$ cat src/rtl/spt_pkg.sv
// shared types and constants for the park transform and pwm block
`default_nettype none
package spt_pkg;
  localparam int DataWidth = 16;
  localparam int DutyWidth = 14;
  localparam int FracBits = 15;
  localparam int QuotWidth = DataWidth + 12;
  localparam int DivSteps = QuotWidth;
  localparam int DutyScale = 2000;
  localparam int DutyBase = 8500;
  localparam int QueueDepth = 4;
  localparam int QueueAw = 2;
  localparam int CfgIdxWidth = 8;

  typedef enum logic [CfgIdxWidth-1:0] {
    REG_PWM_LIMIT  = 8'd0,
    REG_PWM_PERIOD = 8'd1
  } cfg_reg_e;

  typedef logic signed [DataWidth-1:0] data_t;

  typedef struct packed {
    data_t i_alpha;
    data_t i_beta;
    data_t cos_theta;
    data_t sin_theta;
    data_t v_d;
    data_t v_q;
    data_t bus_voltage;
  } in_item_t;

  typedef struct packed {
    data_t i_d;
    data_t i_q;
    data_t v_alpha;
    data_t v_beta;
    logic [DutyWidth-1:0] duty_a_pos;
    logic [DutyWidth-1:0] duty_a_neg;
    logic [DutyWidth-1:0] duty_b_pos;
    logic [DutyWidth-1:0] duty_b_neg;
  } out_item_t;

  // classified item handed from front to back
  typedef struct packed {
    data_t i_d;
    data_t i_q;
    data_t v_alpha;
    data_t v_beta;
    data_t bus;
    logic bus_ok;
  } mid_item_t;

  typedef struct packed {
    logic [15:0] pwm_limit;
    logic [15:0] pwm_period;
  } cfg_t;

  typedef struct packed {
    logic [CfgIdxWidth-1:0] idx;
    logic [31:0] data;
  } cfg_item_t;

  // saturate a floor-shifted sum of two products
  function automatic data_t sat_shift(input logic signed [2*DataWidth:0] s);
    logic signed [2*DataWidth-FracBits:0] h;
    logic signed [2*DataWidth-FracBits:0] hi;
    logic signed [2*DataWidth-FracBits:0] lo;
    h = s[2*DataWidth:FracBits];
    hi = (2*DataWidth-FracBits+1)'(2**(DataWidth-1) - 1);
    lo = -hi - 1;
    if (h > hi) return data_t'(hi);
    if (h < lo) return data_t'(lo);
    return h[DataWidth-1:0];
  endfunction
endpackage
`default_nettype wire

$ cat src/rtl/spt_queue.sv
// small fifo between front and back
`default_nettype none
module spt_queue (
  input  wire logic clk_i,
  input  wire logic rst_ni,
  input  spt_pkg::mid_item_t wdata_i,
  input  wire logic wvalid_i,
  output logic wready_o,
  output spt_pkg::mid_item_t rdata_o,
  output logic rvalid_o,
  input  wire logic rready_i
);
  import spt_pkg::*;
  mid_item_t mem_q [QueueDepth];
  logic [QueueAw-1:0] wp_q, rp_q;
  logic [QueueAw:0] cnt_q;
  logic wr, rd;

  assign wready_o = cnt_q != (QueueAw+1)'(QueueDepth);
  assign rvalid_o = cnt_q != '0;
  assign wr = wvalid_i && wready_o;
  assign rd = rvalid_o && rready_i;
  assign rdata_o = mem_q[rp_q];

  always_ff @(posedge clk_i) begin
    if (wr) mem_q[wp_q] <= wdata_i;
  end

  always_ff @(posedge clk_i or negedge rst_ni) begin
    if (!rst_ni) begin
      wp_q <= '0;
      rp_q <= '0;
      cnt_q <= '0;
    end else begin
      if (wr) wp_q <= wp_q + 1'b1;
      if (rd) rp_q <= rp_q + 1'b1;
      cnt_q <= cnt_q + (QueueAw+1)'(wr) - (QueueAw+1)'(rd);
    end
  end
endmodule
`default_nettype wire

$ cat config.mk
export PLATFORM = sky130hd
export DESIGN_NAME = spt_queue
export DESIGN_NICKNAME = d
export VERILOG_FILES = /design/src/rtl/spt_pkg.sv /design/src/rtl/spt_queue.sv
export SDC_FILE = /design/constraint.sdc
export NUM_CORES = 1
export LEC_CHECK = 0
export ABC_AREA = 1
export BUFFER_PORTS_ARGS = -buffer_cell sky130_fd_sc_hd__buf_2
export CORE_MARGIN = 2
export CORE_UTILIZATION = 62
export DETAILED_ROUTE_END_ITERATION = 6
export PLACE_DENSITY = 0.85
export SETUP_SLACK_MARGIN = 0.02
export SLEW_MARGIN = 30
export SYNTH_ARGS = -nofsm -noshare
export SYNTH_HDL_FRONTEND = slang
export SYNTH_SLANG_ARGS = --single-unit
$ cat constraint.sdc
create_clock -name clk_i -period 7.1 [get_ports clk_i]
set_input_delay 0.355 -clock clk_i [delete_from_list [all_inputs] [get_ports clk_i]]
set_output_delay 0.355 -clock clk_i [all_outputs]
set_load 0.005 [all_outputs]
**After elaboration in Yosys (flattened, before gate mapping)**

Memory sizes are Yosys's and may differ from the RTL's.
Index checks and enable logic that the tools add are counted.

- Bits in registers: 7
- Latch bits: 0
- Bits in writable memories: 324
- ROM bits: 0
- Input port bits: 85
- Output and inout bits: 83
- Logic and storage cells: 14
- Memories: 1

- Add/subtract/negate cells: 4
- $mul: 0
- Divide/modulo/power cells: 0
- Magnitude comparators: 0
- Equality and inequality tests: 1
- Shift operators: 0
- Muxes and demuxes: 2
- Bitwise gates (word level): 0
- Reductions and logical operators: 3

Memories:

| memory | words | bits a word | read ports | clocked after Yosys merged registers in | write ports | line | text |
|---|---|---|---|---|---|---|---|
| mem_q | 4 | 81 | 1 | 0 | 1 | spt_queue.sv:14 | `mid_item_t mem_q [QueueDepth];` |

Operators with widths:

| kind | count |
|---|---|
| adder 2 x 1 -> 2 bit, second input constant | 2 |
| adder 3 x 1 -> 3 bit | 1 |
| != test 3 bit, second input constant | 1 |
| nonzero test 3 bit | 1 |
| subtractor 3 x 1 -> 3 bit | 1 |
| logical AND 1 bit | 2 |
| 2-to-1 mux 1 bit | 2 |

**Longest topological paths before layout**

- Depth in word-level cells: 4
- Mapped depth: 12
- Depth with buffers taken out: 12

**Worst setup path after synthesis**

No wires, ideal clock.

- Kind: register to register
- Start: reg cnt_q[1]
- End: mem mem_q[0][0] in the netlist's numbering (enable)
- Setup time: 0.521 ns
- Data arrival time: 4.125 ns
- Data required time: 6.579 ns
- Slack: 2.454 ns
- Cell stages (with the launch flop): 5
- Buffers on the path: 0
- Clock period less this slack: 4.646 ns
- Cell sequence: dfrtp_1 nor2_1 nand2_1 nand2_1 nor2_1

- Longest elaborated chain between the ends: 4

RTL lines:

| what | line | text |
|---|---|---|
| start, declared | spt_queue.sv:16 | `logic [QueueAw:0] cnt_q;` |
| start signal, assigned | spt_queue.sv:37 | `cnt_q <= cnt_q + (QueueAw+1)'(wr) - (QueueAw+1)'(rd);` |
| != test 3 bit | spt_queue.sv:19 | `assign wready_o = cnt_q != (QueueAw+1)'(QueueDepth);` |
| via wready_o | spt_queue.sv:8 | `output logic wready_o,` |
| logical AND 1 bit | spt_queue.sv:21 | `assign wr = wvalid_i && wready_o;` |
| 2-to-1 mux 1 bit | spt_queue.sv:26 | `if (wr) mem_q[wp_q] <= wdata_i;` |
| 2-to-1 mux 1 bit (not written as such) | spt_queue.sv:26 |  |
| end, declared | spt_queue.sv:14 |  |

The timed path passes the listed nets, and every way through them passes these cells.

==> flow_metrics.tcl <==
set metrics [dict create \
    drive_gt1_share_pct 18.2 \
    syn_to_final_growth_pct 15.8 \
    clk_latency_ns 0.50 \
    cts.reportedPaths.clkPinSlew_ns 0.06 \
    drtIter0Drc 579 \
    power_switching_mw 2.11 \
    fill_cells 1379 \
    power.density_cell_area_mw_per_mm2 416 \
    netSwitchingFraction_pct 33.4 \
    post_synth_instance_area_mm2 0.0131 \
    instances_no_fill 1546 \
    run_status "finished, final reports clean" \
    slowest_stage_delay_cp_ns 0.73 \
    place.gp.congestion 0.755 \
    power.share.combinational_pct 31.1 \
    maximum_vdd_drop_uv 264 \
    tightestPinTransition_ns 0.829 \
    routed-via-count 8151 \
    fmax_mhz 307 \
    start_util_pct 62.8 \
    worstPathCellList "clkinv_2 -> buf_4 -> o21ai_1 -> nand2_1 -> buf_2" \
    route.antenna.remaining_nets 0 \
    synth.net_count 1175 \
    post_synth_num_cell_types 17 \
    relSlewSlack_pct 44.6 \
    synth_cells 1083 \
    critical_path.startpoint_type "flip-flop" \
    fin_nets 1339 \
    critical_path_required_ns 6.74 \
    worst_hold_slack_ns 0.0652 \
    pin_count_of_the_biggest_net_entering_global_routing 121 \
    finalSetupTns_ns 0 \
    fin_crit_ns 3.26 \
    cts_inserted_buffers 34 \
    port-buffer-count 167 \
    ioPinCount 168 \
    cts_tree "done" \
    std_cell_rows 53 \
    fin_ws_ns 3.84 \
    ys_warn_count 0 \
    pwr-share-seq_pct 42.7 \
    synth_area_per_cell_um2 12.1 \
    crit_path_end_kind "output pin" \
    crit_fanout 47 \
    htree_levels 2 \
    report.final.hold_viol_count 0 \
    highest_count_cells_in_the_layout_ignoring_fill_and_taps "324 x sky130_fd_sc_hd__edfxtp_1, 262 x sky130_fd_sc_hd__nand2_1, 167 x sky130_fd_sc_hd__buf_2" \
    detailedRoute.firstPassIterationCount 5 \
    min_period_over_period_pct 45.9 \
    clock_tree.buffer_depth 3 \
    max-cap-violations 0 \
    route.detailed.vias_per_inst 5.27 \
    setup_viol_count_final 0 \
    design.die.area_mm2 0.0223 \
    numPlacedInstances 1484 \
    final.setup_skew_ns 0.00689 \
    route.detailed.drc 0 \
    dp_slack_ns 4.21 \
    grt_setup_unrepaired "false" \
    grt_pass1_vias 7994 \
    yosysSeqAreaShare_pct 75.5 \
    critPathSlowestCell "sky130_fd_sc_hd__dfrtp_4" \
    global_route_wire_length_before_repair_mm 38.9 \
    dp.final_hpwl_mm 14.4 \
    cp.arrival_ns 2.90 \
    die_w_um 149 \
    die_h_um 149 \
    core_mm2 0.0209 \
    route.final.wire_length_mm 25.3 \
    route.detailed.wl_per_inst_um 16.4 \
    clk_root_buffer_cell "sky130_fd_sc_hd__clkbuf_16" \
    antenna_found_initial 3 \
    grt.overflow.total 0 \
    worst_hold_path_type "in2reg" \
    report.final.slew_viol_count 0 \
    leakage_nw 6.12 \
    grt_util_all_layers_pct 22.6 \
    p_int_mw 4.21 \
    final_common_cell "sky130_fd_sc_hd__edfxtp_1" \
    power.share.clock_pct 26.2 \
    synth-seq-cells 331 \
    critPathKind "reg2out" \
    tritoncts_num_sinks 331 \
]
worst max-delay path: cells and delay by family, from the launching register on:
| kind | cells | cell delay [ns] |
|---|---|---|
| AND/OR/NAND/NOR | 1 | 0.10 |
| buffers and inverters | 3 | 1.30 |
| flip-flops | 1 | 0.73 |
| AO/OA/AOI/OAI | 1 | 0.22 |
per-layer routing:
metal	GRT usage, %	wire [µm]	vias up
li1	-	-	3969
met1	27.8	9900	3876
met2	39.7	13000	264
met3	4.51	1810	42
met4	8.76	578	0
met5	0	0	-
registers in the layout, summed over array words and instances, names as in the netlist:
| name | cells |
|---|---|
| mem_q | 324 |
| cnt_q | 3 |
| rp_q | 2 |
| wp_q | 2 |
final cells by class:
type | count | area [µm²] | share of cell area, %
antenna | 3 | 7.51 | 0.0494
clock buffer | 42 | 945 | 6.22
clock inverter | 15 | 101 | 0.667
inverter | 97 | 368 | 2.42
multi-input combinational | 603 | 2570 | 16.9
sequential | 331 | 9910 | 65.2
tap | 275 | 344 | 2.26
timing repair buffer | 180 | 952 | 6.27
through the flow:
step / total power [mW] / instance area, µm² / util [%]
after floorplan: 4.04 / 13100 / -
after global placement: 4.62 / 14100 / 67.5
after detailed placement: 4.70 / 14100 / 67.5
after CTS: 6.38 / 15200 / 72.6
after global routing: 6.73 / 15200 / 72.7
final: 6.33 / 15200 / 72.8
kinds of logic (layout without fill, tap and decap cells):
family                     after synthesis  in the layout  synth area share, %
AOI/OAI and AO/OA                      162            162                 6.18
adders and majority gates                7              7                0.725
buffers and inverters                  149            334                 5.14
DFF                                    331            331                 75.5
other                                    0              3                    0
and+or+nand+nor                        434            434                 12.5
worst paths after layout:
check / from / end / slack [ns] / cells after the start
worst max-delay path: rp_q[0] / rdata_o[37] / 3.84 / 5
worst min-delay path: wdata_i[58] / mem_q[2][58] / 0.07 / 1
worst max register to register: cnt_q[1] / mem_q[1][70] / 4.25 / 5
worst min register to register: cnt_q[0] / cnt_q[0] / 0.54 / 1
max in group asynchronous: rst_ni / rp_q[0] / 6.68 / 2
min in group asynchronous: rst_ni / wp_q[1] / 0.24 / 2
cells in the mapped netlist, drive strengths merged:
cell type  number  area share (%)
nand2         262             7.5
buf            35             1.9
clkbuf         17            0.49
dfrtp           7             1.3
ha              6            0.57
inv            96             2.7
edfxtp        324              74
nand3           5            0.19
fa              1            0.15
nor2          167             4.8
clkinv          1           0.029
o21ai         162             6.2
power groups by stage:
stage | registers, mW | logic (mW) | clock network (mW)
6_report | 2.70 | 1.96 | 1.66
4_1_cts | 2.70 | 1.98 | 1.69
2_1_floorplan | 2.72 | 1.32 | 0
5_1_grt | 2.73 | 2.23 | 1.76
3_5_place_dp | 2.74 | 1.96 | 0
3_3_place_gp | 2.72 | 1.90 | 0
what timing repair did:
| item | CTS | global route |
|---|---|---|
| resized for setup | 0 | 0 |
| hold buffers | 1 | 0 |
| endpoints found under the hold margin | 7 | 0 |
| setup buffers | 0 | 0 |
(Power assumes the default switching activity.)
